--- config.mk ---
export PLATFORM = sky130hd
export DESIGN_NAME = deque_with_keyed_removal
export DESIGN_NICKNAME = d
export VERILOG_FILES = /design/src/dkr_pkg.sv /design/src/deque_with_keyed_removal.sv /design/src/dkr_mem.sv /design/src/dkr_seq.sv
export SDC_FILE = /design/constraint.sdc
export NUM_CORES = 2
export LEC_CHECK = 0
export BUFFER_PORTS_ARGS = -buffer_cell sky130_fd_sc_hd__buf_2
export CAP_MARGIN = 20
export CORE_MARGIN = 2
export CORE_UTILIZATION = 50
export CTS_CLUSTER_DIAMETER = 80
export CTS_CLUSTER_SIZE = 28
export DETAILED_ROUTE_END_ITERATION = 8
export PLACE_DENSITY = 0.65
export REMOVE_ABC_BUFFERS = 1
export SLEW_MARGIN = 20
export SYNTH_ARGS = -nofsm -noshare
export SYNTH_HDL_FRONTEND = slang
export SYNTH_SLANG_ARGS = --single-unit
--- constraint.sdc ---
create_clock -name clock -period 9.3 [get_ports clock]
set_input_delay 1.86 -clock clock [delete_from_list [all_inputs] [get_ports clock]]
set_output_delay 1.86 -clock clock [all_outputs]
set_load 0.02 [all_outputs]
--- src/dkr_pkg.sv ---
// Shared types, constants and a helper function for the keyed-removal deque.
package dkr_pkg;

   localparam int Depth      = 16;
   localparam int IdBits     = 24;
   localparam int RecordBits = 32;
   localparam int PtrBits    = $clog2(Depth);
   localparam int CountBits  = $clog2(Depth + 1);

   typedef logic [PtrBits-1:0]    ptr_type;
   typedef logic [CountBits-1:0]  count_type;
   typedef logic [IdBits-1:0]     id_type;
   typedef logic [RecordBits-1:0] record_type;

   typedef enum logic [1:0] {
      MODE_PUSH_BACK  = 2'd0,
      MODE_PUSH_FRONT = 2'd1,
      MODE_POP_FRONT  = 2'd2,
      MODE_REMOVE_KEY = 2'd3
   } mode_type;

   typedef enum logic [1:0] {
      STATUS_OK        = 2'd0,
      STATUS_FULL      = 2'd1,
      STATUS_EMPTY     = 2'd2,
      STATUS_NOT_FOUND = 2'd3
   } status_type;

   typedef struct packed {
      id_type     id;
      record_type record;
   } entry_type;

   typedef struct packed {
      mode_type   mode;
      id_type     student_id;
      record_type student_record;
   } req_type;

   typedef struct packed {
      status_type status;
      id_type     removed_id;
      record_type removed_record;
      id_type     front_id;
      record_type front_record;
      logic       is_empty;
      count_type  entry_count;
   } rsp_type;

   typedef struct packed {
      logic      en;
      ptr_type   addr;
      entry_type data;
   } mem_wr_type;

   // Physical slot of logical position pos in the ring that starts at head.
   function automatic ptr_type slot_addr(ptr_type head, count_type pos);
      logic [CountBits:0] sum;
      sum = (CountBits + 1)'(head) + (CountBits + 1)'(pos);
      if (sum >= (CountBits + 1)'(Depth)) begin
         sum = sum - (CountBits + 1)'(Depth);
      end
      return sum[PtrBits-1:0];
   endfunction

endpackage

--- src/deque_with_keyed_removal.sv ---
// Top level of the deque with keyed removal: sequencer plus entry memory.
//
// Entries live in a ring in one memory with a registered read; the block takes one
// command at a time (start while busy is low) and drives rsp_valid for exactly one
// cycle with the result, which the receiver cannot hold off. A push, or a pop or
// remove refused because the store is full or empty, passes ST_FRONT_RD and
// ST_FRONT_WAIT before its result; a pop front first passes ST_POP_WAIT. Remove
// by key reads one entry a cycle from the front until it matches, then copies
// each later entry down one slot a cycle, then reads the new front for the result.
// The single memory read port sets this pace. busy drops in the cycle the
// result is shown, so the next command can start then.
module deque_with_keyed_removal import dkr_pkg::*; (
   input  logic    clock,
   input  logic    reset,
   input  logic    start,
   output logic    busy,
   input  req_type req_item,
   output logic    rsp_valid,
   output rsp_type rsp_item
);

   mem_wr_type mem_wr;
   ptr_type    mem_rd_addr;
   entry_type  mem_rd_data;

   dkr_seq u_seq (
      .clock       (clock),
      .reset       (reset),
      .start       (start),
      .busy        (busy),
      .req_item    (req_item),
      .mem_wr      (mem_wr),
      .mem_rd_addr (mem_rd_addr),
      .mem_rd_data (mem_rd_data),
      .rsp_valid   (rsp_valid),
      .rsp_item    (rsp_item)
   );

   dkr_mem u_mem (
      .clock   (clock),
      .mem_wr  (mem_wr),
      .rd_addr (mem_rd_addr),
      .rd_data (mem_rd_data)
   );

endmodule

--- src/dkr_mem.sv ---
// Entry memory: one write port, one read port with registered read data.
module dkr_mem import dkr_pkg::*; (
   input  logic       clock,
   input  mem_wr_type mem_wr,
   input  ptr_type    rd_addr,
   output entry_type  rd_data
);

   entry_type mem [Depth];
   entry_type rd_data_ff;

   always_ff @(posedge clock) begin
      if (mem_wr.en) begin
         mem[mem_wr.addr] <= mem_wr.data;
      end
      rd_data_ff <= mem[rd_addr];
   end

   assign rd_data = rd_data_ff;

endmodule

--- src/dkr_seq.sv ---
// Command sequencer: ring pointers, key scan, gap closing and result build.
module dkr_seq import dkr_pkg::*; (
   input  logic       clock,
   input  logic       reset,
   input  logic       start,
   output logic       busy,
   input  req_type    req_item,
   output mem_wr_type mem_wr,
   output ptr_type    mem_rd_addr,
   input  entry_type  mem_rd_data,
   output logic       rsp_valid,
   output rsp_type    rsp_item
);

   typedef enum logic [5:0] {
      ST_IDLE       = 6'b000001,
      ST_POP_WAIT   = 6'b000010,
      ST_SCAN       = 6'b000100,
      ST_SHIFT      = 6'b001000,
      ST_FRONT_RD   = 6'b010000,
      ST_FRONT_WAIT = 6'b100000
   } state_type;

   state_type  state_ff,     state_in;
   ptr_type    head_ff,      head_in;
   count_type  count_ff,     count_in;
   count_type  idx_ff,       idx_in;
   req_type    cmd_ff,       cmd_in;
   status_type status_ff,    status_in;
   entry_type  removed_ff,   removed_in;
   logic       rsp_valid_ff, rsp_valid_in;
   rsp_type    rsp_item_ff,  rsp_item_in;

   ptr_type    head_dec;
   count_type  idx_next;

   assign head_dec = (head_ff == '0) ? ptr_type'(Depth - 1) : head_ff - ptr_type'(1);
   assign idx_next = idx_ff + count_type'(1);

   always_comb begin
      state_in     = state_ff;
      head_in      = head_ff;
      count_in     = count_ff;
      idx_in       = idx_ff;
      cmd_in       = cmd_ff;
      status_in    = status_ff;
      removed_in   = removed_ff;
      rsp_valid_in = 1'b0;
      rsp_item_in  = rsp_item_ff;
      mem_wr.en    = 1'b0;
      mem_wr.addr  = head_ff;
      mem_wr.data  = mem_rd_data;
      mem_rd_addr  = head_ff;

      unique case (state_ff)
         ST_IDLE: begin
            if (start) begin
               cmd_in     = req_item;
               status_in  = STATUS_OK;
               removed_in = '0;
               idx_in     = '0;
               state_in   = ST_FRONT_RD;
               unique case (req_item.mode)
                  MODE_PUSH_BACK: begin
                     if (count_ff == count_type'(Depth)) begin
                        status_in = STATUS_FULL;
                     end else begin
                        mem_wr.en   = 1'b1;
                        mem_wr.addr = slot_addr(head_ff, count_ff);
                        mem_wr.data = {req_item.student_id, req_item.student_record};
                        count_in    = count_ff + count_type'(1);
                     end
                  end
                  MODE_PUSH_FRONT: begin
                     if (count_ff == count_type'(Depth)) begin
                        status_in = STATUS_FULL;
                     end else begin
                        mem_wr.en   = 1'b1;
                        mem_wr.addr = head_dec;
                        mem_wr.data = {req_item.student_id, req_item.student_record};
                        head_in     = head_dec;
                        count_in    = count_ff + count_type'(1);
                     end
                  end
                  MODE_POP_FRONT: begin
                     if (count_ff == '0) begin
                        status_in = STATUS_EMPTY;
                     end else begin
                        state_in = ST_POP_WAIT;
                     end
                  end
                  MODE_REMOVE_KEY: begin
                     if (count_ff == '0) begin
                        status_in = STATUS_EMPTY;
                     end else begin
                        state_in = ST_SCAN;
                     end
                  end
                  default: state_in = ST_FRONT_RD;
               endcase
            end
         end
         ST_POP_WAIT: begin
            removed_in = mem_rd_data;
            head_in    = slot_addr(head_ff, count_type'(1));
            count_in   = count_ff - count_type'(1);
            state_in   = ST_FRONT_RD;
         end
         ST_SCAN: begin
            if (mem_rd_data.id == cmd_ff.student_id) begin
               removed_in = mem_rd_data;
               if (idx_next < count_ff) begin
                  // fetch the successor to slide into the gap
                  mem_rd_addr = slot_addr(head_ff, idx_next);
                  state_in    = ST_SHIFT;
               end else begin
                  count_in = count_ff - count_type'(1);
                  state_in = ST_FRONT_RD;
               end
            end else if (idx_next < count_ff) begin
               idx_in      = idx_next;
               mem_rd_addr = slot_addr(head_ff, idx_next);
            end else begin
               status_in = STATUS_NOT_FOUND;
               state_in  = ST_FRONT_RD;
            end
         end
         ST_SHIFT: begin
            // move entry idx+1 down to idx, prefetch idx+2
            mem_wr.en   = 1'b1;
            mem_wr.addr = slot_addr(head_ff, idx_ff);
            mem_wr.data = mem_rd_data;
            idx_in      = idx_next;
            mem_rd_addr = slot_addr(head_ff, idx_next + count_type'(1));
            if (idx_next >= count_ff - count_type'(1)) begin
               count_in = count_ff - count_type'(1);
               state_in = ST_FRONT_RD;
            end
         end
         ST_FRONT_RD: begin
            mem_rd_addr = head_ff;
            state_in    = ST_FRONT_WAIT;
         end
         ST_FRONT_WAIT: begin
            rsp_valid_in               = 1'b1;
            rsp_item_in.status         = status_ff;
            rsp_item_in.removed_id     = removed_ff.id;
            rsp_item_in.removed_record = removed_ff.record;
            rsp_item_in.front_id       = (count_ff != '0) ? mem_rd_data.id : '0;
            rsp_item_in.front_record   = (count_ff != '0) ? mem_rd_data.record : '0;
            rsp_item_in.is_empty       = (count_ff == '0);
            rsp_item_in.entry_count    = count_ff;
            state_in                   = ST_IDLE;
         end
         default: state_in = ST_IDLE;
      endcase
   end

   always_ff @(posedge clock) begin
      if (reset) begin
         state_ff     <= ST_IDLE;
         head_ff      <= '0;
         count_ff     <= '0;
         rsp_valid_ff <= 1'b0;
      end else begin
         state_ff     <= state_in;
         head_ff      <= head_in;
         count_ff     <= count_in;
         rsp_valid_ff <= rsp_valid_in;
      end
   end

   always_ff @(posedge clock) begin
      idx_ff      <= idx_in;
      cmd_ff      <= cmd_in;
      status_ff   <= status_in;
      removed_ff  <= removed_in;
      rsp_item_ff <= rsp_item_in;
   end

   assign busy      = (state_ff != ST_IDLE);
   assign rsp_valid = rsp_valid_ff;
   assign rsp_item  = rsp_item_ff;

   a_count_bound: assert property (@(posedge clock) disable iff (reset)
      count_ff <= count_type'(Depth))
      else $error("entry count above depth");

   a_scan_in_range: assert property (@(posedge clock) disable iff (reset)
      (state_ff == ST_SCAN || state_ff == ST_SHIFT) |-> idx_ff < count_ff)
      else $error("scan index past last entry");

   a_rsp_follows: assert property (@(posedge clock) disable iff (reset)
      state_ff == ST_FRONT_WAIT |=> rsp_valid_ff && state_ff == ST_IDLE)
      else $error("result not issued after front read");

   a_rsp_single: assert property (@(posedge clock) disable iff (reset)
      rsp_valid_ff |=> !rsp_valid_ff)
      else $error("result strobe longer than one cycle");

   a_no_write_late: assert property (@(posedge clock) disable iff (reset)
      (state_ff == ST_FRONT_RD || state_ff == ST_FRONT_WAIT) |-> !mem_wr.en)
      else $error("memory written during front read");

endmodule
==> tab_implementation.tex <==
\begin{tabular}{lr}
\hline
Metric & Value \\
\hline
\multicolumn{2}{l}{\textbf{Logic synthesis}} \\
Post-synthesis cell type count & 60 \\
Netlist area before placement & 49100 sq um \\
Proportion of register bits with asynchronous set or reset after synthesis & 0 \\
Syn Area/Cell & between 10 and 15 sq um \\
Cell count after synthesis & 3375 \\
Share of the yosys chip area belonging to registers & 0.704 \\
Area contributors post-synth & sky130\_fd\_sc\_hd\_\_edfxtp\_1 67\%, sky130\_fd\_sc\_hd\_\_a2111oi\_0 14\%, sky130\_fd\_sc\_hd\_\_dfxtp\_1 2.9\%, sky130\_fd\_sc\_hd\_\_inv\_1 2.7\%, sky130\_fd\_sc\_hd\_\_mux2i\_1 2.3\% \\
Area share of the largest cell type after synthesis & 0.674 \\
Number of warnings reported in the yosys synthesis log & 0 \\
Count of flip-flops with a built-in enable after synthesis & between 1000 and 1500 \\
Dominant register cell in the synthesized netlist & sky130\_fd\_sc\_hd\_\_edfxtp\_1 \\
Most area-hungry cell type in the Yosys netlist & sky130\_fd\_sc\_hd\_\_edfxtp\_1 \\
FF+latch count, synth & between 1000 and 1500 \\
\multicolumn{2}{l}{\textbf{Finish}} \\
Final Util & 0.545 \\
Filler cell count & $\sim$7700 \\
Post-layout instance count excluding filler cells & 4662 \\
Diode count & 0 \\
Post-layout nets & 3438 \\
Layout Area Growth over Synthesis & 7.69\% \\
Share of final-layout standard cells stronger than drive strength 1 & 0.119 \\
\multicolumn{2}{l}{\textbf{STA}} \\
Count of final hold-check violations & 0 \\
Fraction of the cycle the final worst path needs & 0.664 \\
RSZ-0062 raised after global routing & no \\
Final TNS setup & 0 ps \\
Final setup slack of the worst path & between 3000 and 4000 ps \\
FMAX & approximately 160 MHz \\
Final count of negative-setup-slack endpoints & 0 \\
Relative slew margins & 0.259 \\
Transition time of the tightest slew-check pin & about 1100 ps \\
Final setup skew & around 36 ps \\
Post-route minimum period & roughly 6200 ps \\
Final-report max-slew violation count & 0 \\
\multicolumn{2}{l}{\textbf{Setup path}} \\
Worst setup EP type & register \\
Reg-to-reg critical path startpoint & u\_seq.head\_ff[1]\$\_SDFFE\_PP0P\_ \\
Critical Path Max Stage Delay & between 1000 and 1500 ps \\
Type of the worst setup path & reg -> reg \\
Required time worst endpoint & 9880 ps \\
Worst path bufs/invs & 4 \\
Cell class contributing the biggest share of worst-path delay & buffers and inverters \\
Max stage delay cell, worst path & sky130\_fd\_sc\_hd\_\_dfxtp\_4 \\
Number of cell instances on the worst register-to-register path & 10 \\
Signal arrival time at the worst endpoint & 6760 ps \\
Worst reg-to-reg setup slack & around 3100 ps \\
Startpoint kind of the worst setup timing path & register \\
R2R Path End & u\_mem.rd\_data[52]\$\_DFF\_P\_ \\
Worst path cell trace & inv\_1 > fa\_1 > nor2\_4 > buf\_4 > buf\_4 > buf\_4 > a2111oi\_0 > a2111oi\_0 > a2111oi\_0 > mux2\_2 \\
Worst-path maximum fanout & between 90 and 100 \\
\multicolumn{2}{l}{\textbf{Route}} \\
First-pass detailed-route iteration total & 5 \\
Drt first-iter violations & 3497 \\
Remaining antenna violation count after routing & 0 \\
Detailed-route via count & between 30000 and 40000 \\
Residual DRC count & 0 \\
Total Routed Length & about 130000 um \\
Vias per inst & between 6 and 7 \\
Routed length per instance & approximately 27 um \\
\multicolumn{2}{l}{\textbf{Floorplan}} \\
Die X & 317 um \\
Area of the die & between 100000 and 150000 sq um \\
Io pins & roughly 180 \\
Effective utilization at floorplan & 0.506 \\
Die Span Y & 317 um \\
Number of rows in the core area & $\sim$110 \\
Area inside the core boundary & $\sim$97000 sq um \\
\multicolumn{2}{l}{\textbf{CTS}} \\
H-tree depth reported by CTS & 2 \\
Number of hold buffers added after cts & 0 \\
Max clock buf depth & 3 \\
CTS tree & done \\
TritonCTS buffer count & 53 \\
Number of gates given a new drive strength after cts & 0 \\
Clk\_lat worst skew & 680 ps \\
Clock tree root driver cell & sky130\_fd\_sc\_hd\_\_clkbuf\_16 \\
Postcts setup bufs & 0 \\
Clock net sink count & between 1000 and 1500 \\
Post-CTS clock slew at the launch and capture registers of the worst setup and hold paths & approximately 100 ps \\
\multicolumn{2}{l}{\textbf{Min path}} \\
Kind of path behind the tightest hold check & reg -> reg \\
Hold Path Cell Cnt & 0 \\
Endpoint of the worst hold-timing path & u\_seq.rsp\_item[113]\$\_DFFE\_PP\_ \\
Startpoint of the most critical hold path & u\_seq.removed\_ff[51]\$\_SDFFCE\_PN0P\_ \\
\multicolumn{2}{l}{\textbf{Placed design}} \\
PortBufs & about 180 \\
Final Wtd Congestion & between 0.8 and 0.9 \\
Hpwl dp & about 64000 um \\
Total instance count after detailed placement & roughly 4600 \\
Post-Place Worst Slack & between 3000 and 4000 ps \\
\multicolumn{2}{l}{\textbf{Power}} \\
P\_leak & about 17 nW \\
Areal power density over the cells & 242 nW/um\^{}2 \\
Maximum ir drop on the vdd rail & $\sim$0.00018 V \\
Total chip power & 12.8 mW \\
\multicolumn{2}{l}{\textbf{Global route}} \\
Global-route wire length before repair & approximately 190000 um \\
Total global routing overflow & 0 \\
Overall global routing resource usage & 0.247 \\
Number of global-route vias before repair & slightly above 30000 \\
Largest net degree at the start of global routing & 263 \\
Initial antenna violation count & 0 \\
\multicolumn{2}{l}{\textbf{Run status}} \\
Run status & complete, no violations \\
\multicolumn{2}{l}{\textbf{Job}} \\
Max Cap Viol & 0 \\
\hline
\end{tabular}
flip-flops by register name, summed over array words and instances (netlist names):
signal and count:
u_seq.state_ff 6, u_seq.head_ff 4, u_seq.status_ff 2, u_seq.cmd_ff 24, u_seq.count_ff 5, u_seq.removed_ff 56
u_seq.rsp_valid 1, u_mem.mem 896, u_seq.rsp_item 120, u_mem.rd_data 56, u_seq.idx_ff 5
synth_stat cells (19+ instances only):
cell	count
sky130_fd_sc_hd__edfxtp_1	1103
sky130_fd_sc_hd__a2111oi_0	784
sky130_fd_sc_hd__inv_1	357
sky130_fd_sc_hd__clkbuf_1	294
sky130_fd_sc_hd__nand2_1	190
sky130_fd_sc_hd__and2_1	113
sky130_fd_sc_hd__mux2i_1	113
sky130_fd_sc_hd__dfxtp_1	72
sky130_fd_sc_hd__nor2_1	56
sky130_fd_sc_hd__mux2_2	53
sky130_fd_sc_hd__xor2_1	33
sky130_fd_sc_hd__ha_1	27
sky130_fd_sc_hd__a21oi_1	23
sky130_fd_sc_hd__buf_2	19
area by class of cell:
cell class | count | area, sq um | area share
Multi-Input combinational cell | 1518 | 12200 | 0.231
Tap cell | 1276 | 1600 | 0.0302
Clock buffer | 77 | 1430 | 0.0270
Clock inverter | 18 | 293 | 0.00553
Sequential cell | 1175 | 34600 | 0.653
Timing Repair Buffer | 241 | 1480 | 0.0280
Inverter | 357 | 1340 | 0.0253
worst max path at each step:
stage                     cells after the start  slack (ps)                           from                          end
final                                        10        3120  u_seq.head_ff[1]$_SDFFE_PP0P_    u_mem.rd_data[52]$_DFF_P_
after global routing                         10        2920  u_seq.head_ff[1]$_SDFFE_PP0P_    u_mem.rd_data[41]$_DFF_P_
after CTS                                    10        3360  u_seq.head_ff[1]$_SDFFE_PP0P_    u_mem.rd_data[52]$_DFF_P_
after detailed placement                      8        3310                   req_item[57]  u_mem.mem[11][23]$_DFFE_PP_
after global placement                        8        3450                   req_item[57]   u_mem.mem[6][16]$_DFFE_PP_
after floorplan                               7      -17550  u_seq.head_ff[1]$_SDFFE_PP0P_    u_mem.rd_data[19]$_DFF_P_
through the flow:
stage | hold WS (ps) | area [sq um]
CTS | 424 | 52800
floorplan | 400 | 47800
global route | 428 | 52900
detailed placement | 405 | 51100
global placement | 402 | 51100
finish | 403 | 52900
power by group:
group	switching, mW	total, mW	internal [mW]
logic	1.95	2.62	0.667
registers	0.286	7.30	7.02
clock network	1.66	2.86	1.20
cells in the final DEF, fill, tap and decap left out, types with 5 or more instances in the layout:
cell and count:
sky130_fd_sc_hd__inv_1 357, sky130_fd_sc_hd__buf_2 182, sky130_fd_sc_hd__mux2i_1 113, sky130_fd_sc_hd__nand3_1 10
sky130_fd_sc_hd__and2_1 113, sky130_fd_sc_hd__a2111oi_0 784, sky130_fd_sc_hd__clkbuf_1 23, sky130_fd_sc_hd__a21o_1 8
sky130_fd_sc_hd__xnor2_1 13, sky130_fd_sc_hd__mux2_2 53, sky130_fd_sc_hd__dfxtp_1 71, sky130_fd_sc_hd__nor2_4 20
sky130_fd_sc_hd__buf_4 49, sky130_fd_sc_hd__nor4_1 8, sky130_fd_sc_hd__nor3_1 7, sky130_fd_sc_hd__edfxtp_1 1103
sky130_fd_sc_hd__ha_1 27, sky130_fd_sc_hd__clkbuf_16 53, sky130_fd_sc_hd__buf_12 5, sky130_fd_sc_hd__o21ai_0 9
sky130_fd_sc_hd__a21oi_1 22, sky130_fd_sc_hd__nand2_1 188, sky130_fd_sc_hd__xor2_1 33, sky130_fd_sc_hd__nor2_1 35
cell families (layout without fill, tap and decap cells):
| family | count (synthesis) | in the layout | share of synthesized area |
|---|---|---|---|
| mux | 169 | 169 | 0.0359 |
| compound gates | 862 | 862 | 0.150 |
| buf+inv | 682 | 693 | 0.0536 |
| xor+xnor | 47 | 47 | 0.00838 |
| fa+ha+maj | 31 | 31 | 0.00851 |
| flops | 1175 | 1175 | 0.704 |
| simple gates | 409 | 409 | 0.0398 |
layer usage:
metal	wire length, um	share of wire	track usage	vias up
li1	-	-	-	13400
met1	54200	0.42	0.346	15600
met2	60100	0.47	0.402	1600
met3	9750	0.076	0.0344	227
met4	3630	0.028	0.0789	0
met5	0	0	0	-
Power figures use the tool's default switching activity.
